==> config.mk <==
export PLATFORM = sky130hd
export DESIGN_NAME = bsrc_front
export DESIGN_NICKNAME = d
export VERILOG_FILES = /design/src/rtl/core/bsrc_pkg.sv /design/src/rtl/core/bsrc_front.sv
export SDC_FILE = /design/constraint.sdc
export NUM_CORES = 2
export LEC_CHECK = 0
export ABC_AREA = 1
export BUFFER_PORTS_ARGS = -buffer_cell sky130_fd_sc_hd__buf_2
export CAP_MARGIN = 20
export CORE_ASPECT_RATIO = 0.9
export CORE_MARGIN = 3
export CORE_UTILIZATION = 60
export DETAILED_ROUTE_END_ITERATION = 8
export PLACE_DENSITY = 0.85
export SYNTH_ARGS = -nofsm -noshare
export SYNTH_HDL_FRONTEND = slang
export SYNTH_SLANG_ARGS = --single-unit
==> constraint.sdc <==
create_clock -name i_clk -period 8.1 [get_ports i_clk]
set_clock_uncertainty 0.2 [all_clocks]
set_input_delay 0.81 -clock i_clk [delete_from_list [all_inputs] [get_ports i_clk]]
set_output_delay 0.81 -clock i_clk [all_outputs]
set_load 0.05 [all_outputs]
==> src/rtl/core/bsrc_pkg.sv <==
`timescale 1ns / 1ps
`default_nettype none
// ---------------------------------------------------------------------------
// bsrc_pkg
// Shared types and constants of the box shape rule check unit.
// ---------------------------------------------------------------------------
package bsrc_pkg;

    // Datapath widths
    localparam int MAG_W      = 17;             // clamped |dx|, |dy|
    localparam int SQ_W       = 2 * MAG_W;      // squared sum
    localparam int ROOT_W     = 17;             // raw root before saturation
    localparam int REM_W      = ROOT_W + 3;     // root remainder
    localparam int SQRT_STEPS = SQ_W / 2;       // one result bit per step
    localparam int LEN_W      = 16;             // Q8.8 edge length
    localparam int AREA_W     = 2 * LEN_W;      // Q16.16 area
    localparam int HGT_W      = 17;             // exact height sum
    localparam int MASS_W     = AREA_W + 1 + HGT_W;
    localparam int CMP_W      = 54;             // point test compare width
    localparam int PTS_W      = 16;

    // Rule constants
    localparam logic [MAG_W-1:0] MAG_CLAMP  = 17'd65536;
    localparam logic [PTS_W-1:0] MIN_POINTS = 16'd25;
    localparam logic [LEN_W-1:0] RATIO_LEN  = 16'd768;   // 3.0 m in Q8.8
    localparam int               PTS_SHIFT  = 24;
    localparam int               MASS_SHIFT = 3;         // 8 points per m^3

    // APB register map
    localparam int PADDR_W = 5;
    localparam int PDATA_W = 32;

    typedef enum logic [2:0] {
        REG_HEIGHT_MIN   = 3'd0,
        REG_HEIGHT_MAX   = 3'd1,
        REG_WIDTH_MIN    = 3'd2,
        REG_WIDTH_MAX    = 3'd3,
        REG_LENGTH_MIN   = 3'd4,
        REG_LENGTH_MAX   = 3'd5,
        REG_AREA_MAX     = 3'd6,
        REG_SENSOR_MOUNT = 3'd7
    } t_bsrc_reg;

    // Register reset values
    localparam logic [15:0] RST_HEIGHT_MIN   = 16'd256;
    localparam logic [15:0] RST_HEIGHT_MAX   = 16'd666;
    localparam logic [15:0] RST_WIDTH_MIN    = 16'd64;
    localparam logic [15:0] RST_WIDTH_MAX    = 16'd512;
    localparam logic [15:0] RST_LENGTH_MIN   = 16'd128;
    localparam logic [15:0] RST_LENGTH_MAX   = 16'd1280;
    localparam logic [31:0] RST_AREA_MAX     = 32'd327680;
    localparam logic [15:0] RST_SENSOR_MOUNT = 16'd384;

    // Configuration seen by the datapath
    typedef struct packed {
        logic signed [15:0] height_min;
        logic signed [15:0] height_max;
        logic [15:0]        width_min;
        logic [15:0]        width_max;
        logic [15:0]        length_min;
        logic [15:0]        length_max;
        logic [31:0]        area_max;
        logic signed [15:0] sensor_mount_height;
    } t_bsrc_cfg;

    // Per-item data riding alongside the edge computation
    typedef struct packed {
        logic                     pts_ok;
        logic                     hgt_ok;
        logic signed [HGT_W-1:0]  height;
        logic [PTS_W-1:0]         npts;
    } t_bsrc_side;

endpackage
`default_nettype wire

==> src/rtl/core/bsrc_front.sv <==
`timescale 1ns / 1ps
`default_nettype none
// ---------------------------------------------------------------------------
// bsrc_front
// Three stages: clamped corner deltas and height, squares, squared edge sums.
// ---------------------------------------------------------------------------
module bsrc_front
    import bsrc_pkg::*;
#(
    parameter int COORD_WIDTH = 16
) (
    input  wire logic                          i_clk,
    input  wire logic                          i_rst_n,
    input  wire logic                          i_en,
    input  wire logic                          i_vld,
    input  wire logic signed [COORD_WIDTH-1:0] i_ax,
    input  wire logic signed [COORD_WIDTH-1:0] i_ay,
    input  wire logic signed [COORD_WIDTH-1:0] i_bx,
    input  wire logic signed [COORD_WIDTH-1:0] i_by,
    input  wire logic signed [COORD_WIDTH-1:0] i_cx,
    input  wire logic signed [COORD_WIDTH-1:0] i_cy,
    input  wire logic signed [15:0]            i_top,
    input  wire logic [PTS_W-1:0]              i_npts,
    input  wire t_bsrc_cfg                     i_cfg,
    output logic                               o_vld,
    output logic [SQ_W-1:0]                    o_sum1,
    output logic [SQ_W-1:0]                    o_sum2,
    output t_bsrc_side                         o_side
);

    localparam int DIFF_W = COORD_WIDTH + 1;
    localparam int WIDE_W = (DIFF_W > MAG_W) ? DIFF_W : MAG_W;

    // |p - q| clamped to 65536
    function automatic logic [MAG_W-1:0] clamp_mag(
        input logic signed [COORD_WIDTH-1:0] p,
        input logic signed [COORD_WIDTH-1:0] q
    );
        logic signed [DIFF_W-1:0] d;
        logic [DIFF_W-1:0]        m;
        logic [WIDE_W-1:0]        w;
        d = DIFF_W'(p) - DIFF_W'(q);
        m = d[DIFF_W-1] ? DIFF_W'(-d) : DIFF_W'(d);
        w = WIDE_W'(m);
        return (w > WIDE_W'(MAG_CLAMP)) ? MAG_CLAMP : w[MAG_W-1:0];
    endfunction

    logic [2:0]              r_vld;
    logic [MAG_W-1:0]        r_mag [4];
    logic signed [HGT_W-1:0] r_height1;
    logic [PTS_W-1:0]        r_npts1;
    logic [SQ_W-1:0]         r_sq [4];
    t_bsrc_side              r_side2;
    logic [SQ_W-1:0]         r_sum1;
    logic [SQ_W-1:0]         r_sum2;
    t_bsrc_side              r_side3;
    t_bsrc_side              n_side2;

    // Valid bits
    always_ff @(posedge i_clk) begin
        if (!i_rst_n) begin
            r_vld <= '0;
        end else if (i_en) begin
            r_vld <= {r_vld[1:0], i_vld};
        end
    end

    // Stage 1: deltas, magnitudes, object height
    always_ff @(posedge i_clk) begin
        if (i_en) begin
            r_mag[0]  <= clamp_mag(i_ax, i_bx);
            r_mag[1]  <= clamp_mag(i_ay, i_by);
            r_mag[2]  <= clamp_mag(i_cx, i_bx);
            r_mag[3]  <= clamp_mag(i_cy, i_by);
            r_height1 <= HGT_W'(i_top) + HGT_W'(i_cfg.sensor_mount_height);
            r_npts1   <= i_npts;
        end
    end

    // Stage 2 side flags: point floor and height band
    always_comb begin
        n_side2.pts_ok = (r_npts1 >= MIN_POINTS);
        n_side2.hgt_ok = (r_height1 > HGT_W'(i_cfg.height_min)) &&
                         (r_height1 < HGT_W'(i_cfg.height_max));
        n_side2.height = r_height1;
        n_side2.npts   = r_npts1;
    end

    // Stage 2: squares
    always_ff @(posedge i_clk) begin
        if (i_en) begin
            for (int i = 0; i < 4; i++) begin
                r_sq[i] <= SQ_W'(r_mag[i]) * SQ_W'(r_mag[i]);
            end
            r_side2 <= n_side2;
        end
    end

    // Stage 3: squared edge lengths
    always_ff @(posedge i_clk) begin
        if (i_en) begin
            r_sum1  <= r_sq[0] + r_sq[1];
            r_sum2  <= r_sq[2] + r_sq[3];
            r_side3 <= r_side2;
        end
    end

    assign o_vld  = r_vld[2];
    assign o_sum1 = r_sum1;
    assign o_sum2 = r_sum2;
    assign o_side = r_side3;

endmodule
`default_nettype wire

; Word-level counts from Yosys, hierarchy flattened
; Memories as Yosys holds them, arrays and structs flattened.
; Index checks and enable logic that the tools add are counted.
[totals]
input_bits = 276
elab_cells = 48
mem_bits_rw = 204
regBits = 174
mem_count = 2
[memory_table]
columns = name, depth, width, rd, rd_clocked_by_memory_dff, write_ports, line
row1 = r_sq, 4, 34, 4, 0, 4, bsrc_front.sv:52  ; logic [SQ_W-1:0] r_sq [4];
row2 = r_mag, 4, 17, 4, 0, 4, bsrc_front.sv:49  ; logic [MAG_W-1:0] r_mag [4];
[op_classes]
n_addsub = 11
n_mul = 4
muxes = 10
magnitude_cmp = 7
reduce_logical = 1
[ops]
columns = operator, n
row1 = 17-bit by 17-bit multiplier with 34-bit output, 4
row2 = 17-bit two-way mux, 8
row3 = 34-bit adder, 2
row4 = 17-bit > comparator (second input constant), 4
row5 = 17-bit negation, 4
row6 = 16-bit by 16-bit subtractor with 17-bit output, 4
row7 = 16-bit by 16-bit adder with 17-bit output, 1
row8 = 17-bit by 16-bit > comparator with 1-bit output, 1
row9 = 17-bit by 16-bit < comparator with 1-bit output, 1
row10 = 16-bit by 5-bit greater-or-equal comparator with 1-bit output (second input constant), 1
row11 = 1-bit two-way mux, 2
row12 = 1-bit logical AND, 1

; Depth between registers and ports, before layout
[depth]
ltp_word = 5
ltp_mapped = 29
depth_no_buf = 27

; Worst setup path before layout
; Ideal clock, no wire load.
[synth_timing]
path_kind = reg2reg
start = mem r_mag[3][7]
end = mem r_sq[3][27] in the netlist's numbering, data pin
path_slack_ns = 1.876
synth_period_minus_slack_ns = 6.224
path_stages_with_launch = 25
arrival_time_ns = 5.762
setup_ns = 0.262
required_time_ns = 7.638
path_cell_list = edfxtp_1 clkbuf_1 clkbuf_1 nand2_1 fa_1 inv_1 fa_1 inv_1 fa_1 inv_1 fa_1 fa_1 inv_1 fa_1 inv_1 ha_1 a21oi_1 nor2_1 a211oi_1 o21ai_0 a21oi_1 o21ai_1 a21boi_0 o21bai_1 xor2_1
[synth_rtl]
columns = item, line
row1 = "start, declared", bsrc_front.sv:49
row2 = "end, declared", bsrc_front.sv:52

==> metrics.txt <==
Synth area leader fa_1; status finished clean; Cell Area, Synth 55,790 um2; clk root buf clkbuf_16; synth unique cells 55; max_slew headroom 0.2525; Final #Nets 8,432; Resize count post-CTS 0; gr usage total 0.2724; RSZ-0062 raised after global routing no; Via density 5.352; Iter 0 DRT Violations 3,093; CTS tree yes; CTS H-tree lvls 2; first-pass GRT wire length 214,900 um; Highest Clock Rate 145.1 MHz; initial antenna violation count 4; DRT Wirelength 129,500 um; GR Overflow Total 0; final count of negative-setup-slack endpoints 0; Slowest-stage cell, CP edfxtp_1; Placed Cells 7,956; CP max FO 18; commonest cells after routing, fill and taps aside inv_1 (1,794), nand2_1 (1,396), fa_1 (765), ha_1 (617), edfxtp_1 (371); syn_nets 8,254; vias after detailed routing 43,040; Synth area leaders fa_1 (27%), edfxtp_1 (20%), ha_1 (14%); Clock transition at path regs 0.06 ns; Ports 380; die area 96,690 um2; Post-CTS Hold Buffers 0; Final Non-Filler Cells 8,043; delay-heaviest family, CP adder cells; antenna-violating nets left 0; most used cell, CP fa_1; share of cells above drive strength 1 0.06593; top cell type's share of synthesized area 0.2745; worst skew pair latency 0.61 ns; Critical Path RT 8.24 ns; DRC violations left 0; Die Span X 327.4 um; Die Y 295.3 um; Setup Fix Bufs, Post-CTS 0; FF+latch count, synth 374; setup TNS 0 ns; Critical Path, Cell by Cell nand2_1, fa_1, inv_1, fa_1, ha_1, fa_1, inv_1, fa_1, fa_1, inv_1, ha_1, a21oi_1, a21boi_0, o21ai_1, a21boi_0, o21ai_0, inv_1, o21ai_1, a21oi_1, xnor2_1; critical path capture point type flop; Max Cap Viol 0; reg-to-reg setup timing slack 1.21 ns; vias in the first global route 44,790; Buffers on Ports 283; final hold vios 0; CP peak stage delay 0.92 ns; HPWL after DPL 105,900 um; Area growth, synth to finish 6.914%; GPL Wtd Cong 0.9478; Pins Over Slew Limit 0; Arr. time, crit path 7.03 ns; TritonCTS buffer count 45; pin count of the biggest net entering global routing 162; worst setup path category reg -> reg; CP startpoint kind flop; Initial Util 0.6084; # rows 105; Clock Sink Count 374; Synth Instances 6,596; CORE AREA 91,700 um2; Yosys Warn Count 0; syn avg cell area 8.458 um2; DR pass1 iterations 6; Longest Clk Path Bufs 3; Worst Hold Class in -> reg; CP bufs+invs 4; worst slew pin tran 1.121 ns; Avg WL per Cell 16.10 um; ratio of final minimum period to clock period 0.8506; register area share after synthesis 0.2008; most common cell after layout, fill and taps aside inv_1; Period minus WS final 6.890 ns
==> layer usage <==
| metal | share of wire | vias up | track usage |
|---|---|---|---|
| met1 | 0.41 | 20730 | 0.3529 |
| met5 | 0 | - | 0 |
| met4 | 0.032 | 0 | 0.09243 |
| met3 | 0.069 | 322 | 0.03567 |
| li1 | - | 20440 | - |
| met2 | 0.49 | 1552 | 0.4749 |
==> worst register-to-register path: stages, from the launching register on <==
cell and delay [ns]:
edfxtp_1 0.92, nand2_1 0.28, fa_1 0.49, inv_1 0.10
fa_1 0.44, ha_1 0.22, fa_1 0.48, inv_1 0.05
fa_1 0.52, fa_1 0.51, inv_1 0.05, ha_1 0.34
a21oi_1 0.16, a21boi_0 0.51, o21ai_1 0.20, a21boi_0 0.44
o21ai_0 0.21, inv_1 0.11, o21ai_1 0.10, a21oi_1 0.18
xnor2_1 0.10
==> logic make-up after synthesis <==
group,after synthesis,synth area share
flops,374,0.2008
buf+inv,1959,0.1330
fa+ha+maj,1382,0.4129
simple gates,2047,0.1536
xor+xnor,263,0.04156
compound gates,571,0.05824
==> flip-flops by register name, summed over array words and instances (netlist names) <==
name / flops
r_vld: 3
o_sum1: 34
o_sum2: 34
r_mag: 68
r_npts1: 16
o_side: 35
r_height1: 17
r_side2: 35
r_sq: 132
==> through the flow <==
stage / instance area (um2) / setup WS [ns] / hold WS [ns] / util
floorplan: 55790 / 1.876 / 0.2003 / -
global placement: 58140 / 1.431 / 0.2006 / 0.6340
detailed placement: 58140 / 1.267 / 0.2045 / 0.6340
CTS: 59610 / 1.236 / 0.1362 / 0.6501
global route: 59650 / 0.8130 / 0.1482 / 0.6505
finish: 59650 / 1.211 / 0.1707 / 0.6505
==> cell usage after synthesis (all sizes together) <==
cell	instances
inv	1802
nand2	1432
fa	765
ha	617
edfxtp	371
a21oi	303
nor2	252
nand3	209
xor2	179
clkbuf	144
o21ai	112
xnor2	84
nand4	59
nor3	44
a31oi	40
a21boi	27
nand3b	22
o21bai	19
o21a	16
buf	13
a21o	11
or2	11
o31ai	9
nor4	8
a211oi	7
o221ai	7
o211ai	6
a221oi	5
and2	4
and3	3
dfxtp	3
o311ai	3
a2111oi	2
o2111ai	2
nand2b	1
nor3b	1
o211a	1
o22ai	1
or3	1
==> worst paths after layout <==
check / cells after the start / end / from
hold / removal: 1 / r_npts1[5] / i_npts[5]
hold reg to reg: 0 / o_side[15] / r_side2[15]
setup reg to reg: 20 / r_sq[3][28] / r_mag[3][2]
setup / recovery: 20 / r_sq[3][28] / r_mag[3][2]
==> cell type report <==
cell class | count | area [um2]
inverter | 1802 | 6764
clock buffer | 56 | 1210
timing repair buffer | 288 | 1496
fill | 7279 | 32050
clock inverter | 27 | 262.8
antenna | 3 | 7.507
sequential | 374 | 11200
multi-input combinational | 4263 | 37170
tap | 1230 | 1539
Power is not shown: default switching activity piles up to over one toggle a cycle in this logic, so the estimate is an artifact.
