<file path="config.mk">
export PLATFORM = sky130hd
export DESIGN_NAME = bsrc_rules
export DESIGN_NICKNAME = d
export VERILOG_FILES = /design/src/rtl/core/bsrc_pkg.sv /design/src/rtl/core/bsrc_rules.sv
export SDC_FILE = /design/constraint.sdc
export NUM_CORES = 2
export LEC_CHECK = 0
export BUFFER_PORTS_ARGS = -buffer_cell sky130_fd_sc_hd__buf_2
export CORE_MARGIN = 2
export CORE_UTILIZATION = 58
export CTS_CLUSTER_SIZE = 14
export DETAILED_ROUTE_END_ITERATION = 6
export HOLD_SLACK_MARGIN = 0.06
export PLACE_DENSITY = 0.8
export SLEW_MARGIN = 40
export SYNTH_ARGS = -nofsm -noshare
export SYNTH_HDL_FRONTEND = slang
export SYNTH_SLANG_ARGS = --single-unit
</file>
<file path="constraint.sdc">
create_clock -name i_clk -period 6.8 [get_ports i_clk]
set_input_delay 1.02 -clock i_clk [delete_from_list [all_inputs] [get_ports i_clk]]
set_output_delay 1.02 -clock i_clk [all_outputs]
set_load 0.02 [all_outputs]
</file>
<file path="src/rtl/core/bsrc_pkg.sv">
`timescale 1ns / 1ps
`default_nettype none
// ---------------------------------------------------------------------------
// bsrc_pkg
// Shared types and constants of the box shape rule check unit.
// ---------------------------------------------------------------------------
package bsrc_pkg;

    // Datapath widths
    localparam int MAG_W      = 17;             // clamped |dx|, |dy|
    localparam int SQ_W       = 2 * MAG_W;      // squared sum
    localparam int ROOT_W     = 17;             // raw root before saturation
    localparam int REM_W      = ROOT_W + 3;     // root remainder
    localparam int SQRT_STEPS = SQ_W / 2;       // one result bit per step
    localparam int LEN_W      = 16;             // Q8.8 edge length
    localparam int AREA_W     = 2 * LEN_W;      // Q16.16 area
    localparam int HGT_W      = 17;             // exact height sum
    localparam int MASS_W     = AREA_W + 1 + HGT_W;
    localparam int CMP_W      = 54;             // point test compare width
    localparam int PTS_W      = 16;

    // Rule constants
    localparam logic [MAG_W-1:0] MAG_CLAMP  = 17'd65536;
    localparam logic [PTS_W-1:0] MIN_POINTS = 16'd25;
    localparam logic [LEN_W-1:0] RATIO_LEN  = 16'd768;   // 3.0 m in Q8.8
    localparam int               PTS_SHIFT  = 24;
    localparam int               MASS_SHIFT = 3;         // 8 points per m^3

    // APB register map
    localparam int PADDR_W = 5;
    localparam int PDATA_W = 32;

    typedef enum logic [2:0] {
        REG_HEIGHT_MIN   = 3'd0,
        REG_HEIGHT_MAX   = 3'd1,
        REG_WIDTH_MIN    = 3'd2,
        REG_WIDTH_MAX    = 3'd3,
        REG_LENGTH_MIN   = 3'd4,
        REG_LENGTH_MAX   = 3'd5,
        REG_AREA_MAX     = 3'd6,
        REG_SENSOR_MOUNT = 3'd7
    } t_bsrc_reg;

    // Register reset values
    localparam logic [15:0] RST_HEIGHT_MIN   = 16'd256;
    localparam logic [15:0] RST_HEIGHT_MAX   = 16'd666;
    localparam logic [15:0] RST_WIDTH_MIN    = 16'd64;
    localparam logic [15:0] RST_WIDTH_MAX    = 16'd512;
    localparam logic [15:0] RST_LENGTH_MIN   = 16'd128;
    localparam logic [15:0] RST_LENGTH_MAX   = 16'd1280;
    localparam logic [31:0] RST_AREA_MAX     = 32'd327680;
    localparam logic [15:0] RST_SENSOR_MOUNT = 16'd384;

    // Configuration seen by the datapath
    typedef struct packed {
        logic signed [15:0] height_min;
        logic signed [15:0] height_max;
        logic [15:0]        width_min;
        logic [15:0]        width_max;
        logic [15:0]        length_min;
        logic [15:0]        length_max;
        logic [31:0]        area_max;
        logic signed [15:0] sensor_mount_height;
    } t_bsrc_cfg;

    // Per-item data riding alongside the edge computation
    typedef struct packed {
        logic                     pts_ok;
        logic                     hgt_ok;
        logic signed [HGT_W-1:0]  height;
        logic [PTS_W-1:0]         npts;
    } t_bsrc_side;

endpackage
`default_nettype wire

</file>
<file path="src/rtl/core/bsrc_rules.sv">
`timescale 1ns / 1ps
`default_nettype none
// ---------------------------------------------------------------------------
// bsrc_rules
// Four stages: edge saturation and ordering, area and band checks, point
// density product, final verdict into the output register.
// ---------------------------------------------------------------------------
module bsrc_rules
    import bsrc_pkg::*;
(
    input  wire logic              i_clk,
    input  wire logic              i_rst_n,
    input  wire logic              i_en,
    input  wire logic              i_vld,
    input  wire logic [ROOT_W-1:0] i_root1,
    input  wire logic [ROOT_W-1:0] i_root2,
    input  wire t_bsrc_side        i_side,
    input  wire t_bsrc_cfg         i_cfg,
    output logic                   o_vld,
    output logic                   o_promising,
    output logic [LEN_W-1:0]       o_length,
    output logic [LEN_W-1:0]       o_width
);

    logic [3:0]               r_vld;
    // stage 1
    logic [LEN_W-1:0]         r_len1, r_wid1;
    t_bsrc_side               r_side1;
    logic [LEN_W-1:0]         w_e1, w_e2;
    // stage 2
    logic [LEN_W-1:0]         r_len2, r_wid2;
    logic [AREA_W-1:0]        r_area2;
    logic                     r_base2;
    logic                     r_long2;
    logic                     r_ratio2;
    t_bsrc_side               r_side2;
    logic [LEN_W+4:0]         w_len10, w_wid13;
    logic [LEN_W+2:0]         w_len, w_wid5;
    // stage 3
    logic [LEN_W-1:0]         r_len3, r_wid3;
    logic signed [MASS_W-1:0] r_mass3;
    logic                     r_pre3;
    logic [PTS_W-1:0]         r_npts3;
    // stage 4
    logic                     r_ok4;
    logic [LEN_W-1:0]         r_len4, r_wid4;
    logic signed [CMP_W-1:0]  w_lhs, w_rhs;

    always_ff @(posedge i_clk) begin
        if (!i_rst_n) begin
            r_vld <= '0;
        end else if (i_en) begin
            r_vld <= {r_vld[2:0], i_vld};
        end
    end

    // Stage 1: saturate roots, order into length and width
    assign w_e1 = i_root1[ROOT_W-1] ? {LEN_W{1'b1}} : i_root1[LEN_W-1:0];
    assign w_e2 = i_root2[ROOT_W-1] ? {LEN_W{1'b1}} : i_root2[LEN_W-1:0];

    always_ff @(posedge i_clk) begin
        if (i_en) begin
            r_len1  <= (w_e1 > w_e2) ? w_e1 : w_e2;
            r_wid1  <= (w_e1 > w_e2) ? w_e2 : w_e1;
            r_side1 <= i_side;
        end
    end

    // Stage 2: area, band checks, aspect ratio by cross-multiplication
    assign w_len   = (LEN_W+3)'(r_len1);
    assign w_wid5  = ((LEN_W+3)'(r_wid1) << 2) + (LEN_W+3)'(r_wid1);
    assign w_len10 = ((LEN_W+5)'(r_len1) << 3) + ((LEN_W+5)'(r_len1) << 1);
    assign w_wid13 = ((LEN_W+5)'(r_wid1) << 3) + ((LEN_W+5)'(r_wid1) << 2)
                   + (LEN_W+5)'(r_wid1);

    always_ff @(posedge i_clk) begin
        if (i_en) begin
            r_len2   <= r_len1;
            r_wid2   <= r_wid1;
            r_area2  <= AREA_W'(r_len1) * AREA_W'(r_wid1);
            r_base2  <= r_side1.pts_ok && r_side1.hgt_ok &&
                        (r_wid1 > i_cfg.width_min) && (r_wid1 < i_cfg.width_max) &&
                        (r_len1 > i_cfg.length_min) && (r_len1 < i_cfg.length_max);
            r_long2  <= (r_len1 > RATIO_LEN);
            r_ratio2 <= (w_len10 > w_wid13) && (w_len < w_wid5);
            r_side2  <= r_side1;
        end
    end

    // Stage 3: area limit, signed area * height
    always_ff @(posedge i_clk) begin
        if (i_en) begin
            r_len3  <= r_len2;
            r_wid3  <= r_wid2;
            r_mass3 <= $signed({1'b0, r_area2}) * r_side2.height;
            r_pre3  <= r_base2 && (r_area2 < i_cfg.area_max) &&
                       (!r_long2 || r_ratio2);
            r_npts3 <= r_side2.npts;
        end
    end

    // Stage 4: npts * 2^24 > 8 * area * height
    assign w_lhs = $signed(CMP_W'(r_npts3) << PTS_SHIFT);
    assign w_rhs = CMP_W'(r_mass3) <<< MASS_SHIFT;

    always_ff @(posedge i_clk) begin
        if (i_en) begin
            r_ok4  <= r_pre3 && (w_lhs > w_rhs);
            r_len4 <= r_len3;
            r_wid4 <= r_wid3;
        end
    end

    assign o_vld       = r_vld[3];
    assign o_promising = r_ok4;
    assign o_length    = r_len4;
    assign o_width     = r_wid4;

endmodule
`default_nettype wire

</file>
* Word level (Yosys, flattened, before mapping)
Cells that the tools add are included. Widths: inputs -> output; s select.
Operators by class: mux-type cells 4, add/subtract/negate cells 4, $mul 2, div/mod/pow operators 0, bitwise operators 0, reduce and logical (&&, ||, !) cells 11, shift-type cells 0, magnitude comparators 10, eq/ne operators 0
Operator list (count):
- $mux 16 | 4
- $gt 41x53->1 | 1
- $mul 33x17->50 | 1
- $gt 16x16->1 | 3
- $lt 16x16->1 | 2
- $lt 32x32->1 | 1
- $mul 16x16->32 | 1
- $add 20x16->21 | 1
- $gt 20x21->1 | 1
- $add 19x17->20 | 1
- $add 19x18->20 | 1
- $add 18x16->19 | 1
- $lt 16x19->1 | 1
- $gt 16x10->1 const B | 1
- $logic_and 1x1->1 | 9
- $logic_not 1->1 | 1
- $logic_or 1x1->1 | 1
Storage, ports and cells: input port bits 217, output and inout bits 34, memories 0, word-level logic and storage cells 54, latch bits 0, bits in read-only memories 0, memory bits (writable) 0, bits in registers 303

* Logic depth before layout (Yosys ltp)
depth after elaboration 5, gate-level depth with buffers 24, gate-level depth less buffers 23

* Least setup slack after synthesis
OpenSTA, ideal clock, no wires.
path type reg2reg, start reg r_wid1[15], end reg r_area2[30] (data pin), cell stages (with the launch flop) 23, clock period less this slack 6.481 ns, library setup time 0.258 ns, data required time 6.542 ns, slack 0.319 ns, arrival time 6.223 ns, path through edfxtp_1 > clkbuf_1 > clkbuf_1 > nand2_1 > fa_1 > inv_1 > fa_1 > fa_1 > fa_1 > fa_1 > inv_1 > fa_1 > inv_1 > ha_1 > a21o_1 > a21o_1 > a221o_1 > a21oi_1 > nor2_1 > a211o_1 > a41o_1 > a21oi_1 > xnor2_1
Between the ends: cells in the longest elaborated chain, start to end 1
RTL lines:
- from (decl) | line bsrc_rules.sv:27 | logic [LEN_W-1:0] r_len1, r_wid1;
- from (signal assigned) | line bsrc_rules.sv:64 | r_wid1 <= (w_e1 > w_e2) ? w_e2 : w_e1;
- $mul 16x16->32 | line bsrc_rules.sv:80 | r_area2 <= AREA_W'(r_len1) * AREA_W'(r_wid1);
- to (signal assigned) | line bsrc_rules.sv:80
- to (decl) | line bsrc_rules.sv:32 | logic [AREA_W-1:0] r_area2;
No other way between the ends. A chain may end at the register's enable or synchronous reset.

* Worst setup path after layout
start reg r_area2[10], end reg r_mass3[48] (data pin)
Between the ends: cells in the longest elaborated chain, start to end 1
RTL lines:
- $mul 33x17->50 | line bsrc_rules.sv:95 | r_mass3 <= $signed({1'b0, r_area2}) * r_side2.height;
- to (signal assigned) | line bsrc_rules.sv:95
- to (decl) | line bsrc_rules.sv:41 | logic signed [MASS_W-1:0] r_mass3;
No other way between the ends.

==> PnR_summary.wiki <==
{| class="wikitable"
! Metric !! Value
|-
| Result of the run || complete, no violations
|-
| Number of antenna violations at the first check in global routing || 2
|-
| Post-synth EDFFs || 299
|-
| Routed Antenna Nets || 0
|-
| Most common library cells after synthesis || sky130_fd_sc_hd__inv_1, sky130_fd_sc_hd__fa_1, sky130_fd_sc_hd__nand2_1
|-
| Global-route track usage on met2 || 47.0%
|-
| Final standard cell utilization of the core || 65.6%
|-
| Endpoint of the worst hold-timing path || r_side2[28]
|-
| Post-detailed-placement half-perimeter wirelength || 82.0 mm
|-
| Clk root buf || sky130_fd_sc_hd__clkbuf_16
|-
| Gr busiest metal || met2
|-
| DRC violation count after routing || 0
|-
| Synth async-reset ratio || 0%
|-
| Area of the die || 74400 um2
|-
| Total clock buffers created by CTS || 36
|-
| Multi-input gate area in the final layout || 29000 um2
|-
| Worst Tran Pin Value || 1030 ps
|-
| Post-detailed-routing wire length || 102 mm
|-
| Width of the chip || 273 um
|-
| Launch instance of the worst min-delay path || r_side1[28]
|-
| Vias post-DR || 30500
|-
| Fraction of final layout cells with drive strength greater than 1 || 11.4%
|-
| Synth cell types || 73
|-
| Max FO, Critical Path || 9
|-
| Gate Count Post-Synth || 4214
|-
| Period Utilization, post-route || 97.1%
|-
| Post-Syn Area || 41900 um2
|-
| Initial Util || 58.6%
|-
| Drt first-iter violations || 2392
|-
| Critical setup path kind || reg2reg
|-
| Critical path endpoint category || flop
|-
| Final count of hold timing violations || 0
|-
| Synthesized flop and latch total || 303
|-
| GRT Overall Usage || 28.0%
|-
| Synth area leaders || sky130_fd_sc_hd__fa_1, sky130_fd_sc_hd__edfxtp_1, sky130_fd_sc_hd__ha_1, sky130_fd_sc_hd__inv_1, sky130_fd_sc_hd__and2_1
|-
| RSZ-0062 raised after global routing || true
|-
| Number of nets in the layout || 5904
|-
| Top-area cell type share of the netlist area || 31.5%
|-
| Met1 track demand over resource || 36.3%
|-
| Tightest Hold Check Type || reg2reg
|-
| Inst Count DP || 5410
|-
| Final critical-path required period || 6610 ps
|-
| Clock latency on the worst-skew pair || 590 ps
|-
| Startpoint types || flop
|-
| Post-synthesis sequential area ratio || 21.6%
|-
| Post-CTS clock slew at the launch and capture registers of the worst setup and hold paths || 60 ps
|-
| # Max-Cap Violations || 0
|-
| Buffers on Ports || 202
|-
| Sequential Area || 9060 um2
|-
| Largest net degree at the start of global routing || 157
|-
| Number of global-route vias before repair || 31900
|-
| IO Count || 251
|-
| Die Y-Extent || 273 um
|-
| FF-to-FF Start || r_area2[10]
|-
| Total of endpoints with negative setup slack in the final report || 0
|-
| Mean post-synth cell area || 9.94 um2
|-
| Finished Layout Cells || 5535
|-
| Relative slew margins || 30.5%
|-
| Arrival @ worst endpoint || 6900 ps
|-
| Count of standard-cell rows || 98
|-
| Vias/cell || 5.51
|-
| Most repeated cell in the gate-level netlist after synthesis || sky130_fd_sc_hd__inv_1
|-
| RD Place Congestion || 0.943
|-
| Dominant cell type by area after synthesis || sky130_fd_sc_hd__fa_1
|-
| Start point of the critical path || r_area2[10]
|-
| Setup slack, reg-to-reg || 190 ps
|-
| Reg-to-reg endpoint || r_mass3[48]
|-
| Hold Crit Depth || 0
|-
| Global-route met3 utilization || 5.16%
|-
| Post-route standard cell area excluding fillers || 46900 um2
|-
| Main synth FF type || sky130_fd_sc_hd__edfxtp_1
|-
| Area of the core || 71500 um2
|-
| Achievable frequency || 151 MHz
|-
| CTS tree || done
|-
| Count of final max-slew check failures || 0
|-
| DR WL/cell || 18.5 um
|-
| Total placed instance area || 45100 um2
|-
| Final global-route overflow total || 0
|-
| Max Root-Sink Buffers || 3
|-
| Number of warning messages in the yosys log || 0
|-
| Number of optimization iterations in the first detailed-route pass || 6
|-
| Global-route wire length before repair || 165 mm
|-
| Layout Skew || 44.4 ps
|-
| Net count after synthesis || 5561
|-
| Layout overhead on the synthesized area || 11.9%
|-
| CTS sink cnt || 303
|-
| H-tree depth || 2
|-
| Number of cells on the worst reg-to-reg path || 22
|-
| Critical path data required time || 7090 ps
|-
| Number of filler instances in the final layout || 5442
|}
-- logic make-up (layout without fill, tap and decap cells) --
logic type	Yosys count	in the layout	share of synthesized area, %
AND/OR/NAND/NOR	1178	1178	13.7
adder cells (fa/ha/maj)	1130	1130	45.6
buffers and inverters	1030	1400	9.27
AO/OA/AOI/OAI	424	424	6.64
flip-flops	303	303	21.6
XOR/XNOR	112	112	2.34
multiplexers	37	37	0.887
other	0	1	0
-- worst max-delay path, stage by stage, from the launching register on --
cell	delay (ps)
sky130_fd_sc_hd__edfxtp_1	570
sky130_fd_sc_hd__and2_1	260
sky130_fd_sc_hd__fa_1	470
sky130_fd_sc_hd__inv_1	50
sky130_fd_sc_hd__fa_1	480
sky130_fd_sc_hd__fa_1	520
sky130_fd_sc_hd__inv_1	60
sky130_fd_sc_hd__fa_1	530
sky130_fd_sc_hd__fa_1	510
sky130_fd_sc_hd__inv_1	60
sky130_fd_sc_hd__fa_1	480
sky130_fd_sc_hd__inv_1	40
sky130_fd_sc_hd__ha_1	320
sky130_fd_sc_hd__a211oi_2	190
sky130_fd_sc_hd__nor2_1	100
sky130_fd_sc_hd__o31ai_2	230
sky130_fd_sc_hd__a211oi_1	120
sky130_fd_sc_hd__buf_4	170
sky130_fd_sc_hd__o41ai_4	450
sky130_fd_sc_hd__nand2_1	140
sky130_fd_sc_hd__a22o_1	240
sky130_fd_sc_hd__a221oi_2	240
sky130_fd_sc_hd__xnor2_1	100
-- placed cells by master, fill, tap and decap left out, drive strengths merged, types with 4 or more instances in the layout --
master  Yosys  final
nor2      139    139
a21oi     123    123
o21bai      9      9
a211oi     20     20
a41oi       4      4
or3         9      9
clkbuf    134     44
a221o       5      5
fa        659    659
and3       10     10
a221oi      5      5
nor4       19     19
o31ai       7      7
inv       886    889
bufinv      0      5
o211ai     14     14
and2      341    341
nand3      25     25
dfxtp       4      4
xnor2      77     77
nor3       25     25
nor2b      37     37
clkinv      0     11
nand2b     34     34
ha        471    471
a21boi      7      7
o21ai      87     87
a21o       77     77
a31oi      15     15
xor2       35     35
mux2i      36     36
nand4      35     35
edfxtp    299    299
buf        10    448
nand2     495    495
o21a       21     21
-- worst max path at each step --
stage,end,slack [ps],cells past startpoint
3_3_place_gp,r_mass3[48],190,22
5_1_grt,r_area2[29],-60,22
4_1_cts,r_mass3[48],30,22
6_report,r_mass3[48],190,22
2_1_floorplan,r_area2[30],320,22
3_5_place_dp,r_mass3[48],80,22
-- stage by stage --
| stage | setup slack (ps) | hold slack [ps] | setup TNS (ps) |
|---|---|---|---|
| final | 195 | 413 | 0 |
| after global routing | -64.7 | 419 | -138 |
| after CTS | 25.9 | 412 | 0 |
| after detailed placement | 84.2 | 405 | 0 |
| after global placement | 187 | 400 | 0 |
| after floorplan | 319 | 400 | 0 |
-- timing repair --
| item | in CTS | in global routing |
|---|---|---|
| gates resized for setup | 0 | 5 |
| endpoints found under the setup margin | 0 | 21 |
| hold buffers | 0 | 0 |
| buffers inserted | 0 | 58 |
-- final cells by class --
cell class | instances | area share [%]
well taps | 950 | 2.54
repair buffers | 449 | 6.58
clock inverters | 22 | 0.649
flip-flops and latches | 303 | 19.3
diodes | 1 | 0.00534
inverters | 886 | 7.09
clock buffers | 43 | 1.98
multi-input cells | 2881 | 61.8
-- sequential cells by signal, indices dropped and copies added, names as in the netlist, 4 cells and up --
| signal | count |
|---|---|
| r_wid2 | 16 |
| o_length | 16 |
| r_side1 | 35 |
| r_len3 | 16 |
| r_wid3 | 16 |
| o_width | 16 |
| r_len1 | 16 |
| r_npts3 | 16 |
| r_area2 | 32 |
| r_len2 | 16 |
| r_side2 | 33 |
| r_vld | 4 |
| r_wid1 | 16 |
| r_mass3 | 50 |
-- layer usage --
metal | part of all wire [%] | up-vias
met1 | 39 | 15000
met4 | 3.9 | 2
met5 | 0.017 | -
met3 | 8.3 | 254
li1 | - | 13900
met2 | 49 | 1294
Power is not shown: default switching activity piles up to over one toggle a cycle in this logic, so the estimate is an artifact.
