$ cat config.mk
export PLATFORM = sky130hd
export DESIGN_NAME = bsrc_isqrt
export DESIGN_NICKNAME = d
export VERILOG_FILES = /design/src/rtl/core/bsrc_pkg.sv /design/src/rtl/core/bsrc_isqrt.sv
export SDC_FILE = /design/constraint.sdc
export NUM_CORES = 1
export LEC_CHECK = 0
export ABC_CLOCK_PERIOD_IN_PS = 4200
export BUFFER_PORTS_ARGS = -buffer_cell sky130_fd_sc_hd__buf_2
export CORE_ASPECT_RATIO = 1.25
export CORE_MARGIN = 5
export CORE_UTILIZATION = 45
export CTS_CLUSTER_DIAMETER = 40
export DETAILED_ROUTE_END_ITERATION = 6
export PLACE_DENSITY = 0.69
export SLEW_MARGIN = 30
export SYNTH_ARGS = -nofsm -noshare
export SYNTH_HDL_FRONTEND = slang
export SYNTH_SLANG_ARGS = --single-unit
$ cat constraint.sdc
create_clock -name i_clk -period 4.2 [get_ports i_clk]
set_input_delay 0.21 -clock i_clk [delete_from_list [all_inputs] [get_ports i_clk]]
set_output_delay 0.21 -clock i_clk [all_outputs]
set_load 0.01 [all_outputs]
$ cat src/rtl/core/bsrc_pkg.sv
`timescale 1ns / 1ps
`default_nettype none
// ---------------------------------------------------------------------------
// bsrc_pkg
// Shared types and constants of the box shape rule check unit.
// ---------------------------------------------------------------------------
package bsrc_pkg;

    // Datapath widths
    localparam int MAG_W      = 17;             // clamped |dx|, |dy|
    localparam int SQ_W       = 2 * MAG_W;      // squared sum
    localparam int ROOT_W     = 17;             // raw root before saturation
    localparam int REM_W      = ROOT_W + 3;     // root remainder
    localparam int SQRT_STEPS = SQ_W / 2;       // one result bit per step
    localparam int LEN_W      = 16;             // Q8.8 edge length
    localparam int AREA_W     = 2 * LEN_W;      // Q16.16 area
    localparam int HGT_W      = 17;             // exact height sum
    localparam int MASS_W     = AREA_W + 1 + HGT_W;
    localparam int CMP_W      = 54;             // point test compare width
    localparam int PTS_W      = 16;

    // Rule constants
    localparam logic [MAG_W-1:0] MAG_CLAMP  = 17'd65536;
    localparam logic [PTS_W-1:0] MIN_POINTS = 16'd25;
    localparam logic [LEN_W-1:0] RATIO_LEN  = 16'd768;   // 3.0 m in Q8.8
    localparam int               PTS_SHIFT  = 24;
    localparam int               MASS_SHIFT = 3;         // 8 points per m^3

    // APB register map
    localparam int PADDR_W = 5;
    localparam int PDATA_W = 32;

    typedef enum logic [2:0] {
        REG_HEIGHT_MIN   = 3'd0,
        REG_HEIGHT_MAX   = 3'd1,
        REG_WIDTH_MIN    = 3'd2,
        REG_WIDTH_MAX    = 3'd3,
        REG_LENGTH_MIN   = 3'd4,
        REG_LENGTH_MAX   = 3'd5,
        REG_AREA_MAX     = 3'd6,
        REG_SENSOR_MOUNT = 3'd7
    } t_bsrc_reg;

    // Register reset values
    localparam logic [15:0] RST_HEIGHT_MIN   = 16'd256;
    localparam logic [15:0] RST_HEIGHT_MAX   = 16'd666;
    localparam logic [15:0] RST_WIDTH_MIN    = 16'd64;
    localparam logic [15:0] RST_WIDTH_MAX    = 16'd512;
    localparam logic [15:0] RST_LENGTH_MIN   = 16'd128;
    localparam logic [15:0] RST_LENGTH_MAX   = 16'd1280;
    localparam logic [31:0] RST_AREA_MAX     = 32'd327680;
    localparam logic [15:0] RST_SENSOR_MOUNT = 16'd384;

    // Configuration seen by the datapath
    typedef struct packed {
        logic signed [15:0] height_min;
        logic signed [15:0] height_max;
        logic [15:0]        width_min;
        logic [15:0]        width_max;
        logic [15:0]        length_min;
        logic [15:0]        length_max;
        logic [31:0]        area_max;
        logic signed [15:0] sensor_mount_height;
    } t_bsrc_cfg;

    // Per-item data riding alongside the edge computation
    typedef struct packed {
        logic                     pts_ok;
        logic                     hgt_ok;
        logic signed [HGT_W-1:0]  height;
        logic [PTS_W-1:0]         npts;
    } t_bsrc_side;

endpackage
`default_nettype wire

$ cat src/rtl/core/bsrc_isqrt.sv
`timescale 1ns / 1ps
`default_nettype none
// ---------------------------------------------------------------------------
// bsrc_isqrt
// Pipelined integer square root, one result bit per stage (floor root).
// ---------------------------------------------------------------------------
module bsrc_isqrt
    import bsrc_pkg::*;
(
    input  wire logic              i_clk,
    input  wire logic              i_en,
    input  wire logic [SQ_W-1:0]   i_n,
    output logic      [ROOT_W-1:0] o_root
);

    logic [SQ_W-1:0]   r_n    [SQRT_STEPS];
    logic [REM_W-1:0]  r_rem  [SQRT_STEPS];
    logic [ROOT_W-1:0] r_root [SQRT_STEPS];

    for (genvar k = 0; k < SQRT_STEPS; k++) begin : g_step
        logic [SQ_W-1:0]   w_n;
        logic [REM_W-1:0]  w_rem;
        logic [ROOT_W-1:0] w_root;
        logic [REM_W-1:0]  w_cur;
        logic [REM_W-1:0]  w_trial;
        logic [REM_W-1:0]  n_rem;
        logic [ROOT_W-1:0] n_root;

        if (k == 0) begin : g_first
            assign w_n    = i_n;
            assign w_rem  = '0;
            assign w_root = '0;
        end else begin : g_next
            assign w_n    = r_n[k-1];
            assign w_rem  = r_rem[k-1];
            assign w_root = r_root[k-1];
        end

        // Bring down the next pair of bits, try root*4+1
        always_comb begin
            w_cur   = {w_rem[REM_W-3:0], w_n[SQ_W-1-2*k -: 2]};
            w_trial = REM_W'({w_root, 2'b01});
            if (w_cur >= w_trial) begin
                n_rem  = w_cur - w_trial;
                n_root = {w_root[ROOT_W-2:0], 1'b1};
            end else begin
                n_rem  = w_cur;
                n_root = {w_root[ROOT_W-2:0], 1'b0};
            end
        end

        always_ff @(posedge i_clk) begin
            if (i_en) begin
                r_n[k]    <= w_n;
                r_rem[k]  <= n_rem;
                r_root[k] <= n_root;
            end
        end
    end

    assign o_root = r_root[SQRT_STEPS-1];

endmodule
`default_nettype wire

# Word level (Yosys, flattened, before mapping)
# Memory sizes are Yosys's and may differ from the RTL's.
# Cells that the tools add are included.
# W data, S select, Z words.
# word_totals
output_inout_bits	17
elab_cells	73
input_bits	36
n_memories	3
register_bits	0
mem_bits_rw	1207
# mem_list
name	depth	width	read_ports	rd_clocked_by_memory_dff	wr	line	text
r_n	17	34	16	0	17	bsrc_isqrt.sv:16	logic [SQ_W-1:0] r_n [SQRT_STEPS];
r_rem	17	20	16	0	17	bsrc_isqrt.sv:17	logic [REM_W-1:0] r_rem [SQRT_STEPS];
r_root	17	17	17	0	17	bsrc_isqrt.sv:18	logic [ROOT_W-1:0] r_root [SQRT_STEPS];
# classes
mux	36
n_lt_le_gt_ge	17
add_sub_neg	17
# ops
cell	count
$mux W20	17
$ge A20 B19 Y1	16
$sub A20 B19 Y20	16
$mux W1	19
$sub A2 B1 Y3 const B	1
$ge A2 B1 Y1 const B	1

# Longest topological paths before layout
# Gate-level depths: netlist of the first run.
# An unclocked memory read counts as a cell.
# logic_depth
depth_word	3
depth_mapped	12
mapped_depth_nobuf	10

# Least setup slack after synthesis of the first run
# No wires, ideal clock.
# synth_timing
path_type	register to register
startpoint	memory r_rem[0][290] in the netlist's numbering
endpoint	memory r_rem[0][310] in the netlist's numbering (data pin)
setup_ps	260
path_stages_with_launch	10
arrival_time_ps	2781
n_path_buf	2
slack_ps	1159
required_time_ps	3940
period_less_slack_ps	3041
path_cell_list	edfxtp_1 ha_1 clkbuf_1 nand3_1 o211ai_1 o41ai_1 o21ai_0 a21oi_1 buf_2 mux2_2
# synth_lines
element	line
from (decl)	bsrc_isqrt.sv:17

==> summary.md, run 1 <==
| Metric | Value |
|---|---|
| RSZ-0062 raised after global routing | `no` |
| Final Cycle Share | `79.4%` |
| Syn Inst Count | `2481` |
| WL per Instance | `17.0 um` |
| Leakage | `14.5 nW` |
| CP Capture Type | `flop` |
| H-tree Lvls | `3` |
| PwrDens | `527 mW/mm2` |
| Fraction of registers with async set/reset | `0%` |
| Root buffer cell | `clkbuf_16` |
| Initial core utilization | `45.4%` |
| Post-DP HPWL | `44400 um` |
| Synth Flop Type | `edfxtp_1` |
| M1 WL | `23600 um` |
| Port Buffer Count | `52` |
| Flop-to-flop setup slack | `870 ps` |
| CP Max Fanout | `17` |
| Critical path class | `flop to flop` |
| Fin util | `52.3%` |
| Clock Path Buffers | `3` |
| Synth area leaders | `edfxtp_1 (64%), ha_1 (6.5%), xnor2_1 (2.8%), inv_1 (2.4%), xor2_1 (2.3%)` |
| Total power | `19.9 mW` |
| First-pass GRT wire length | `102000 um` |
| Slew headroom | `45.1%` |
| Tmin final | `3330 ps` |
| Top Ports | `53` |
| # setup viols final | `0` |
| Maximum VDD drop | `0.000461 V` |
| All-Layer GR Usage | `15.8%` |
| WL final | `62200 um` |
| DIE WIDTH | `251 um` |
| Num CTS Buffers | `92` |
| DRC viols | `0` |
| Startpoint Class | `flop` |
| CTS tree | `done` |
| Most frequent cells in the layout | `edfxtp_1 (693), inv_1 (211), ha_1 (171)` |
| Worst-Margin Slew | `816 ps` |
| Fraction of layout cells with a size suffix above 1 | `12.0%` |
| Number of enable flip-flop cells after synthesis | `693` |
| Pin count of the biggest net entering global routing | `119` |
| Number of DRC markers in iteration 0 | `1237` |
| Reg clk slew, reported paths | `60 ps` |
| Register area share after synthesis | `63.7%` |
| Mapped Avg Cell Area | `13.2 um2` |
| FF/Latch Area | `0.0208 mm2` |
| Final Hold Vio Count | `0` |
| Synth Net Count | `2688` |
| Area occupied by multi-input gates | `0.0109 mm2` |
| YS warnings | `0` |
| Layout fillers | `5957` |
| Worst r2r src | `r_rem[0][260]$_DFFE_PP_` |
| Max-cap viol count | `0` |
| Final WS setup | `866 ps` |
| # nets final | `2849` |
| Netlist Area Pre-Place | `0.0327 mm2` |
| Critical path required time | `4570 ps` |
| Core Area | `0.0720 mm2` |
| Clk_skew | `26.0 ps` |
| Final slew viol count | `0` |
| CTS Sinks | `693` |
| Worst-skew pair later-pin latency | `640 ps` |
| Via density | `5.33` |
| Most common cell after layout, fill and taps aside | `edfxtp_1` |
| Via Count | `19551` |
| Max Used Layer | `met4` |
| Post-synth top area share | `63.7%` |
| Status | `finished, final reports clean` |
| TNS Setup | `0 ps` |
| Critical Path AT | `3700 ps` |
| # resized after CTS | `0` |
| # rows | `110` |
| CP Launch Point | `r_rem[0][260]$_DFFE_PP_` |
| Worst hold start | `i_n[29]` |
| Metal2 WL | `34100 um` |
| Wire length on met3 | `2200 um` |
| HP Class | `primary input to flop` |
| Yosys cell types | `79` |
| Die area | `0.0782 mm2` |
| Worst slack, placed | `917 ps` |
| Post-synth top area cell | `edfxtp_1` |
| FF+latch count, synth | `693` |
| Fmax achieved | `300 MHz` |
| Grt ovf | `0` |
| Antenna Nets Post-Route | `0` |
| Die H | `311 um` |
| Initial antenna violation count | `0` |
| Routability cong. | `0.886` |
| Drt first pass iters | `5` |
| Number of global-route vias before repair | `20202` |
| # diodes | `0` |
| Synth-to-layout area growth | `15.3%` |
layout make-up:
| cell class | count | area share (%) |
|---|---|---|
| timing repair buffer | 113 | 2.42 |
| clock buffer | 100 | 6.25 |
| sequential | 693 | 55.2 |
| clock inverter | 65 | 1.93 |
| tap | 952 | 3.16 |
| multi-input combinational | 1531 | 28.9 |
| inverter | 211 | 2.10 |
power breakdown:
group          total, mW  internal (mW)  leakage [nW]  switching, mW
sequential          9.02           8.58          6.64          0.431
clock               7.67           4.72          1.48           2.96
combinational       3.18           1.41          6.39           1.77
total               19.9           14.7          14.5           5.16
timing repair:
action                    CTS  global route
hold endpoints to repair   35            25
setup buffers               0             0
hold buffers               35             1
critical path: stages (launching register included):
cell and delay (ps):
edfxtp_1 410, ha_1 380, nor2b_1 170, o31a_1 290, o21ai_0 400, o221ai_1 450
or2_2 610, mux2_2 350
synthesized netlist by cell type, types with 15 or more instances:
| master | instances |
|---|---|
| nor2_1 | 151 |
| or3_1 | 20 |
| edfxtp_1 | 693 |
| nor4_1 | 29 |
| xor2_1 | 84 |
| nor2b_1 | 30 |
| a211oi_1 | 28 |
| inv_1 | 211 |
| clkbuf_1 | 31 |
| mux2_2 | 60 |
| o21ai_0 | 104 |
| nor3_1 | 73 |
| ha_1 | 171 |
| or2_2 | 20 |
| o31ai_1 | 15 |
| nand3_1 | 49 |
| o211ai_1 | 21 |
| o21a_1 | 36 |
| nand4_1 | 28 |
| nand2_1 | 118 |
| a21o_1 | 40 |
| xnor2_1 | 104 |
| nand2b_1 | 22 |
| a21oi_1 | 142 |
sequential cells by signal, summed over array words and instances, names as in the netlist:
register and count:
r_rem 268, r_root 153, r_n 272
routing by layer:
metal  track usage (%)  vias to the layer above
li1                  -                     9601
met1              17.0                     9456
met2              30.4                      361
met3              2.69                      133
met4              6.36                        0
met5                 0                        -
cells by family (layout without fill, tap and decap cells):
kind of cell	count (synthesis)	after routing	synth area share, %
mux	79	79	2.73
compound gates	488	488	9.59
fa+ha+maj	171	171	6.55
simple gates	604	604	9.40
buf+inv	257	489	3.01
xor+xnor	188	188	5.04
flops	693	693	63.7
other cells	1	1	0.0115
through the flow:
step / hold slack (ps) / area, um2 / instances
after floorplan: 309 / 32700 / 2481
after global placement: 388 / 34200 / 3463
after detailed placement: 388 / 34200 / 3463
after CTS: 194 / 37600 / 3663
after global routing: 258 / 37700 / 3665
final: 283 / 37700 / 3665
path summary, 6_finish.rpt:
path                             endpoint  depth (start not counted)
setup / recovery  r_rem[0][291]$_DFFE_PP_                          7
hold reg to reg     r_n[0][380]$_DFFE_PP_                          0
hold / removal       r_n[0][29]$_DFFE_PP_                          2
setup reg to reg  r_rem[0][291]$_DFFE_PP_                          7
Note: power is estimated with default switching activity, not from simulation.
==> inputs of run 2 (changes only) <==
--- a/config.mk
+++ b/config.mk
@@ -5,7 +5,7 @@
 export SDC_FILE = /design/constraint.sdc
 export NUM_CORES = 1
 export LEC_CHECK = 0
-export ABC_CLOCK_PERIOD_IN_PS = 4200
+export ABC_CLOCK_PERIOD_IN_PS = 3100
 export BUFFER_PORTS_ARGS = -buffer_cell sky130_fd_sc_hd__buf_2
 export CORE_ASPECT_RATIO = 1.25
 export CORE_MARGIN = 5
==> constraint.sdc (replaced) <==
create_clock -name i_clk -period 3.1 [get_ports i_clk]
set_input_delay 0.155 -clock i_clk [delete_from_list [all_inputs] [get_ports i_clk]]
set_output_delay 0.155 -clock i_clk [all_outputs]
set_load 0.01 [all_outputs]
==> summary.md, run 2 (synthesized netlist as in run 1, its figures left out) <==
| Metric | Value |
|---|---|
| Top Ports | `53 (unchanged)` |
| Critical path required time | `3490 ps (was 4570 ps)` |
| CP Capture Type | `flop (unchanged)` |
| Number of DRC markers in iteration 0 | `1212 (was 1237)` |
| Fraction of layout cells with a size suffix above 1 | `12.7% (was 12.0%)` |
| CP delay by family, top | `simple AND/OR/NAND/NOR gates (was compound AO/OA/AOI/OAI gates)` |
| Root buffer cell | `clkbuf_16 (unchanged)` |
| Flop-to-flop setup slack | `140 ps (was 870 ps)` |
| TNS Setup | `0 ps (unchanged)` |
| Worst hold endpoint | `r_n[0][7]$_DFFE_PP_ (was r_n[0][29]$_DFFE_PP_)` |
| RSZ-0062 raised after global routing | `no (unchanged)` |
| Most common cell after layout, fill and taps aside | `edfxtp_1 (unchanged)` |
| Net Sw Frac | `26.6% (was 26.0%)` |
| Largest regs | `r_n: 272 flops, r_rem: 268 flops, r_root: 153 flops (unchanged)` |
| Critical path class | `flop to flop (unchanged)` |
| Slew headroom | `46.9% (was 45.1%)` |
| Psw | `7.20 mW (was 5.16 mW)` |
| Tmin final | `2960 ps (was 3330 ps)` |
| H-tree Lvls | `3 (unchanged)` |
| Antenna Nets Post-Route | `0 (unchanged)` |
| Final WS setup | `145 ps (was 866 ps)` |
| Worst r2r src | `r_rem[0][65]$_DFFE_PP_ (was r_rem[0][260]$_DFFE_PP_)` |
| Die area | `0.0782 mm2 (unchanged)` |
| Number of flip-flops in the largest register | `272 (unchanged)` |
| CTS Sinks | `693 (unchanged)` |
| Final slew viol count | `0 (unchanged)` |
| Final Non-Filler Cells | `3677 (was 3665)` |
| Worst-skew pair later-pin latency | `650 ps (was 640 ps)` |
| Post-CTS Setup Bufs | `0 (unchanged)` |
| Die H | `311 um (unchanged)` |
| Startpoint Class | `flop (unchanged)` |
| Comb pwr share | `16.0% (about the same)` |
| DRC viols | `0 (unchanged)` |
| Worst-Margin Slew | `786 ps (was 816 ps)` |
| Largest register by flop count | `r_n (unchanged)` |
| Reg clk slew, reported paths | `50 ps (was 60 ps)` |
| Most frequent cells in the layout | `edfxtp_1 (693), inv_1 (211), ha_1 (171) (unchanged)` |
| Final Cycle Share | `95.3% (was 79.4%)` |
| All-Layer GR Usage | `15.4% (was 15.8%)` |
| # nets final | `2856 (was 2849)` |
| Seq pwr share | `45.0% (was 45.4%)` |
| HP Class | `primary input to flop (unchanged)` |
| Num CTS Buffers | `91 (was 92)` |
| Initial antenna violation count | `0 (unchanged)` |
| Placed insts | `3473 (was 3463)` |
| # rows | `110 (unchanged)` |
| Worst slack, placed | `105 ps (was 917 ps)` |
| Wire length on met3 | `2240 um (was 2200 um)` |
| First-pass GRT wire length | `100000 um (was 102000 um)` |
| DIE WIDTH | `251 um (unchanged)` |
| Core Area | `0.0720 mm2 (unchanged)` |
| Reg2reg end | `r_rem[0][83]$_DFFE_PP_ (was r_rem[0][291]$_DFFE_PP_)` |
| CP Max Fanout | `12 (was 17)` |
| Drt first pass iters | `5 (unchanged)` |
| Pint | `19.9 mW (was 14.7 mW)` |
| Metal2 WL | `33900 um (was 34100 um)` |
| WL final | `61300 um (was 62200 um)` |
| WL per Instance | `16.7 um (was 17.0 um)` |
| CP Cell Sequence | `or4_4 -> or3_4 -> or3_4 -> or3_1 -> mux2_4 (was ha_1 -> nor2b_1 -> o31a_1 -> o21ai_0 -> o221ai_1 -> or2_2 -> mux2_2)` |
| Fin util | `52.5% (was 52.3%)` |
| PwrDens | `717 mW/mm2 (was 527 mW/mm2)` |
| Grt ovf | `0 (unchanged)` |
| # setup viols final | `0 (unchanged)` |
| Slowest-stage cell, CP | `or3_1 (was or2_2)` |
| Synth-to-layout area growth | `15.7% (was 15.3%)` |
| Critical Path AT | `3350 ps (was 3700 ps)` |
| Maximum VDD drop | `0.000708 V (was 0.000461 V)` |
| Leakage | `14.6 nW (was 14.5 nW)` |
| Worst R2R Path Depth | `5 (was 7)` |
| Post-DP HPWL | `43700 um (was 44400 um)` |
| Routability cong. | `0.918 (was 0.886)` |
| Via density | `5.39 (was 5.33)` |
| Number of global-route vias before repair | `20298 (was 20202)` |
| Buffers & Inverters on Critical Path | `0 (unchanged)` |
| Initial core utilization | `45.4% (unchanged)` |
| Port Buffer Count | `52 (unchanged)` |
| Worst hold start | `i_en (was i_n[29])` |
| Final Hold Vio Count | `0 (unchanged)` |
| Max-cap viol count | `0 (unchanged)` |
| Total power | `27.1 mW (was 19.9 mW)` |
| Clk_skew | `35.2 ps (was 26.0 ps)` |
| Fmax achieved | `338 MHz (was 300 MHz)` |
| Status | `finished, final reports clean (unchanged)` |
| Via Count | `19807 (was 19551)` |
| Crit path top cell by count | `or3_4` |
| Max incr delay on CP | `580 ps (was 610 ps)` |
| M1 WL | `22600 um (was 23600 um)` |
| Max Used Layer | `met4 (unchanged)` |
| Clock network fraction of total power | `39.0% (was 38.6%)` |
| Clock Path Buffers | `3 (unchanged)` |
| CTS tree | `done (unchanged)` |
| Hold Path Cell Cnt | `1 (was 2)` |
| Pin count of the biggest net entering global routing | `99 (was 119)` |
| Layout fillers | `5950 (was 5957)` |
| # diodes | `0 (unchanged)` |
==> run 2: cell count changes in the layout (fill, tap and decap cells not counted), sizes merged <==
cell,before,now
bufinv,10,9
inv,224,243
buf,77,86
dlygate4sd3,36,35
clkbuf,100,99
clkinvlp,9,6
clkinv,33,23
==> run 2: worst max path at each step <==
stage,startpoint,end,slack [ps],cells past startpoint
global route,r_rem[0][240]$_DFFE_PP_,r_rem[0][262]$_DFFE_PP_,40,8
global placement,r_rem[0][65]$_DFFE_PP_,r_rem[0][82]$_DFFE_PP_,180,5
detailed placement,r_rem[0][247]$_DFFE_PP_,r_rem[0][262]$_DFFE_PP_,110,8
floorplan,r_rem[0][290]$_DFFE_PP_,r_rem[0][310]$_DFFE_PP_,60,9
finish,r_rem[0][65]$_DFFE_PP_,r_rem[0][83]$_DFFE_PP_,140,5
CTS,r_rem[0][247]$_DFFE_PP_,r_rem[0][262]$_DFFE_PP_,90,8
==> run 2: worst reg2reg max path, stage by stage, from the launching register on <==
cell and delay (ps):
edfxtp_1 390, or4_4 560, or3_4 360, or3_4 460, or3_1 580, mux2_4 360
==> run 2: per-stage QoR <==
stage / hold WS [ps] / area (um2)
global placement: 332 / 34300
global route: 30.0 / 37800
floorplan: 254 / 32700
detailed placement: 333 / 34300
CTS: 8.07 / 37800
finish: 6.91 / 37800
==> run 2: what timing repair did <==
item,in CTS,in global routing
gates resized for setup,0,4
endpoints found under the setup margin,0,12
hold buffers,35,0
hold endpoints to repair,35,0
==> run 2: area by class of cell <==
type | instances | area [um2] | area share (%)
clock buffer | 99 | 2310 | 6.10
sequential | 693 | 20800 | 55.0
tap | 952 | 1190 | 3.15
clock inverter | 70 | 833 | 2.20
inverter | 211 | 792 | 2.09
multi-input combinational | 1531 | 10900 | 28.8
timing repair buffer | 121 | 980 | 2.59
==> run 2: metal layers <==
metal,vias up,track usage (%)
met3,182,2.55
li1,9650,-
met1,9518,16.3
met4,0,6.85
met5,-,0
met2,457,29.8
==> run 2: power groups by stage <==
stage | logic, mW | clock network (mW) | registers (mW)
3_5_place_dp | 4.23 | 0 | 12.4
3_3_place_gp | 4.10 | 0 | 12.4
5_1_grt | 4.80 | 11.3 | 12.3
2_1_floorplan | 3.17 | 0 | 12.2
6_report | 4.33 | 10.6 | 12.2
4_1_cts | 4.30 | 10.9 | 12.2
==> inputs of run 3 (changes only) <==
--- a/config.mk
+++ b/config.mk
@@ -7,13 +7,12 @@
 export LEC_CHECK = 0
 export ABC_CLOCK_PERIOD_IN_PS = 3100
 export BUFFER_PORTS_ARGS = -buffer_cell sky130_fd_sc_hd__buf_2
-export CORE_ASPECT_RATIO = 1.25
 export CORE_MARGIN = 5
-export CORE_UTILIZATION = 45
+export CORE_UTILIZATION = 63
 export CTS_CLUSTER_DIAMETER = 40
 export DETAILED_ROUTE_END_ITERATION = 6
-export PLACE_DENSITY = 0.69
-export SLEW_MARGIN = 30
+export PLACE_DENSITY = 0.89
+export SLEW_MARGIN = 10
 export SYNTH_ARGS = -nofsm -noshare
 export SYNTH_HDL_FRONTEND = slang
 export SYNTH_SLANG_ARGS = --single-unit
==> summary.md, run 3 (synthesized netlist as in run 1, its figures left out) <==
| Metric | Value |
|---|---|
| Number of DRC markers in iteration 0 | `2046 (was 1212)` |
| Worst hold start | `i_en (unchanged)` |
| TNS Setup | `0 ps (unchanged)` |
| PwrDens | `723 mW/mm2 (was 717 mW/mm2)` |
| Hold Path Cell Cnt | `1 (unchanged)` |
| Critical Path AT | `3400 ps (was 3350 ps)` |
| Slew headroom | `35.5% (was 46.9%)` |
| Fmax achieved | `327 MHz (was 338 MHz)` |
| CTS Sinks | `693 (unchanged)` |
| Slowest-stage cell, CP | `or4_4 (was or3_1)` |
| Largest register by flop count | `r_n (unchanged)` |
| Worst r2r src | `r_rem[0][44]$_DFFE_PP_ (was r_rem[0][65]$_DFFE_PP_)` |
| Tmin final | `3060 ps (was 2960 ps)` |
| Finished Cell Area | `0.0374 mm2 (was 0.0378 mm2)` |
| Routability cong. | `0.922 (was 0.918)` |
| Worst-Margin Slew | `954 ps (was 786 ps)` |
| Top Ports | `53 (unchanged)` |
| DRC viols | `0 (unchanged)` |
| Pin count of the biggest net entering global routing | `86 (was 99)` |
| Antenna Nets Post-Route | `0 (unchanged)` |
| Port Buffer Count | `52 (unchanged)` |
| Initial antenna violation count | `1 (was 0)` |
| CTS tree | `done (unchanged)` |
| Critical path required time | `3440 ps (was 3490 ps)` |
| DIE WIDTH | `238 um (was 251 um)` |
| FF/Latch Area | `0.0208 mm2 (unchanged)` |
| Worst hold endpoint | `r_n[0][2]$_DFFE_PP_ (was r_n[0][7]$_DFFE_PP_)` |
| Final Cycle Share | `98.8% (was 95.3%)` |
| Most common cell after layout, fill and taps aside | `edfxtp_1 (unchanged)` |
| Num CTS Buffers | `89 (was 91)` |
| CP Capture Type | `flop (unchanged)` |
| Synth-to-layout area growth | `14.5% (was 15.7%)` |
| Max-cap viol count | `0 (unchanged)` |
| Clk_skew | `24.3 ps (was 35.2 ps)` |
| Leakage | `14.6 nW (about the same)` |
| RSZ-0062 raised after global routing | `no (unchanged)` |
| Number of global-route vias before repair | `21295 (was 20298)` |
| Via density | `6.16 (was 5.39)` |
| Die H | `238 um (was 311 um)` |
| Final Hold Vio Count | `0 (unchanged)` |
| Grt ovf | `0 (unchanged)` |
| Drt first pass iters | `6 (was 5)` |
| Core Area | `0.0514 mm2 (was 0.0720 mm2)` |
| Status | `finished, final reports clean (unchanged)` |
| Final slew viol count | `0 (unchanged)` |
| Maximum VDD drop | `0.000686 V (was 0.000708 V)` |
| Largest regs | `r_n: 272 flops, r_rem: 268 flops, r_root: 153 flops (unchanged)` |
| Placed instance area | `0.0341 mm2 (was 0.0343 mm2)` |
| Max incr delay on CP | `610 ps (was 580 ps)` |
| Worst hold margin | `43.2 ps (was 6.91 ps)` |
| # setup viols final | `0 (unchanged)` |
| First-pass GRT wire length | `112000 um (was 100000 um)` |
| Fraction of layout cells with a size suffix above 1 | `12.8% (was 12.7%)` |
| Area occupied by multi-input gates | `0.0109 mm2 (about the same)` |
| Root buffer cell | `clkbuf_16 (unchanged)` |
| Critical path class | `flop to flop (unchanged)` |
| Most frequent cells in the layout | `edfxtp_1 (693), inv_1 (210), ha_1 (171) (was edfxtp_1 (693), inv_1 (211), ha_1 (171))` |
| Clock Path Buffers | `3 (unchanged)` |
| Via Count | `21043 (was 19807)` |
| WL per Instance | `20.6 um (was 16.7 um)` |
| WL final | `70400 um (was 61300 um)` |
| Worst-skew pair later-pin latency | `630 ps (was 650 ps)` |
| H-tree Lvls | `3 (unchanged)` |
| Post-DP HPWL | `44200 um (was 43700 um)` |
| Flop-to-flop setup slack | `40 ps (was 140 ps)` |
| Layout fillers | `3058 (was 5950)` |
| # rows | `83 (was 110)` |
| CP Cell Sequence | `or4_4 -> or4_1 -> or3_4 -> o211ai_4 -> nor4_1 -> xor2_1 (was or4_4 -> or3_4 -> or3_4 -> or3_1 -> mux2_4)` |
| Die area | `0.0565 mm2 (was 0.0782 mm2)` |
| Initial core utilization | `63.6% (was 45.4%)` |
| # nets final | `2866 (was 2856)` |
| Reg clk slew, reported paths | `60 ps (was 50 ps)` |
| Worst R2R Path Depth | `6 (was 5)` |
| All-Layer GR Usage | `24.6% (was 15.4%)` |
| Startpoint Class | `flop (unchanged)` |
| Number of flip-flops in the largest register | `272 (unchanged)` |
| Reg2reg end | `r_rem[0][75]$_DFFE_PP_ (was r_rem[0][83]$_DFFE_PP_)` |
| HP Class | `primary input to flop (unchanged)` |
| CP Max Fanout | `7 (was 12)` |
| # diodes | `0 (unchanged)` |
## run 3: repair_timing
action	4_1_cts	5_1_grt
gates resized for setup	1	6
endpoints found under the hold margin	35	0
cloned	0	0
setup endpoints to repair	1	37
hold buffers	35	0
setup buffers	0	1
## run 3: final cells by class
type | instances | share of cell area, %
Inverter | 211 | 2.12
Multi-Input combinational cell | 1531 | 29.2
Timing Repair Buffer | 133 | 2.85
Clock inverter | 71 | 1.94
Tap cell | 680 | 2.27
Clock buffer | 95 | 6.07
Sequential cell | 693 | 55.6
## run 3: worst max-delay path by stage
stage | from | endpoint | slack [ps] | cells after the start
after floorplan | r_rem[0][290]$_DFFE_PP_ | r_rem[0][310]$_DFFE_PP_ | 60 | 9
after global routing | r_rem[0][44]$_DFFE_PP_ | r_rem[0][75]$_DFFE_PP_ | 7 | 6
after detailed placement | r_rem[0][44]$_DFFE_PP_ | r_rem[0][62]$_DFFE_PP_ | 100 | 5
final | r_rem[0][44]$_DFFE_PP_ | r_rem[0][75]$_DFFE_PP_ | 40 | 6
after CTS | r_rem[0][44]$_DFFE_PP_ | r_rem[0][63]$_DFFE_PP_ | 9 | 5
after global placement | r_rem[0][65]$_DFFE_PP_ | r_rem[0][82]$_DFFE_PP_ | 270 | 5
## run 3: metal layers
metal	wire [um]	part of all wire, %	up-vias	GRT usage [%]
li1	-	-	9674	-
met1	27800	40	10111	31.7
met2	35100	50	1012	42.3
met3	4680	6.7	244	4.15
met4	2800	4.0	2	9.52
met5	17	0.024	-	0
## run 3: report_power, final
| part | internal, mW | total, mW | switching (mW) |
|---|---|---|---|
| logic | 1.96 | 4.55 | 2.60 |
| registers | 11.6 | 12.2 | 0.612 |
| clock network | 6.11 | 10.3 | 4.15 |
| total | 19.7 | 27.1 | 7.36 |
## run 3: stage by stage
stage	power [mW]	util [%]	setup WS, ps	std cells
floorplan	15.3	-	59.4	2481
global placement	16.5	66.2	265	3212
detailed placement	16.7	66.2	99.7	3212
CTS	27.1	72.7	8.60	3413
global route	28.2	72.8	6.95	3414
finish	27.1	72.8	37.4	3414
## run 3: worst max-delay path, delay by kind of cell (launching register included)
family,cells,cell delay (ps)
XOR/XNOR,1,170
AO/OA/AOI/OAI,1,300
flip-flops,1,470
AND/OR/NAND/NOR,4,1830
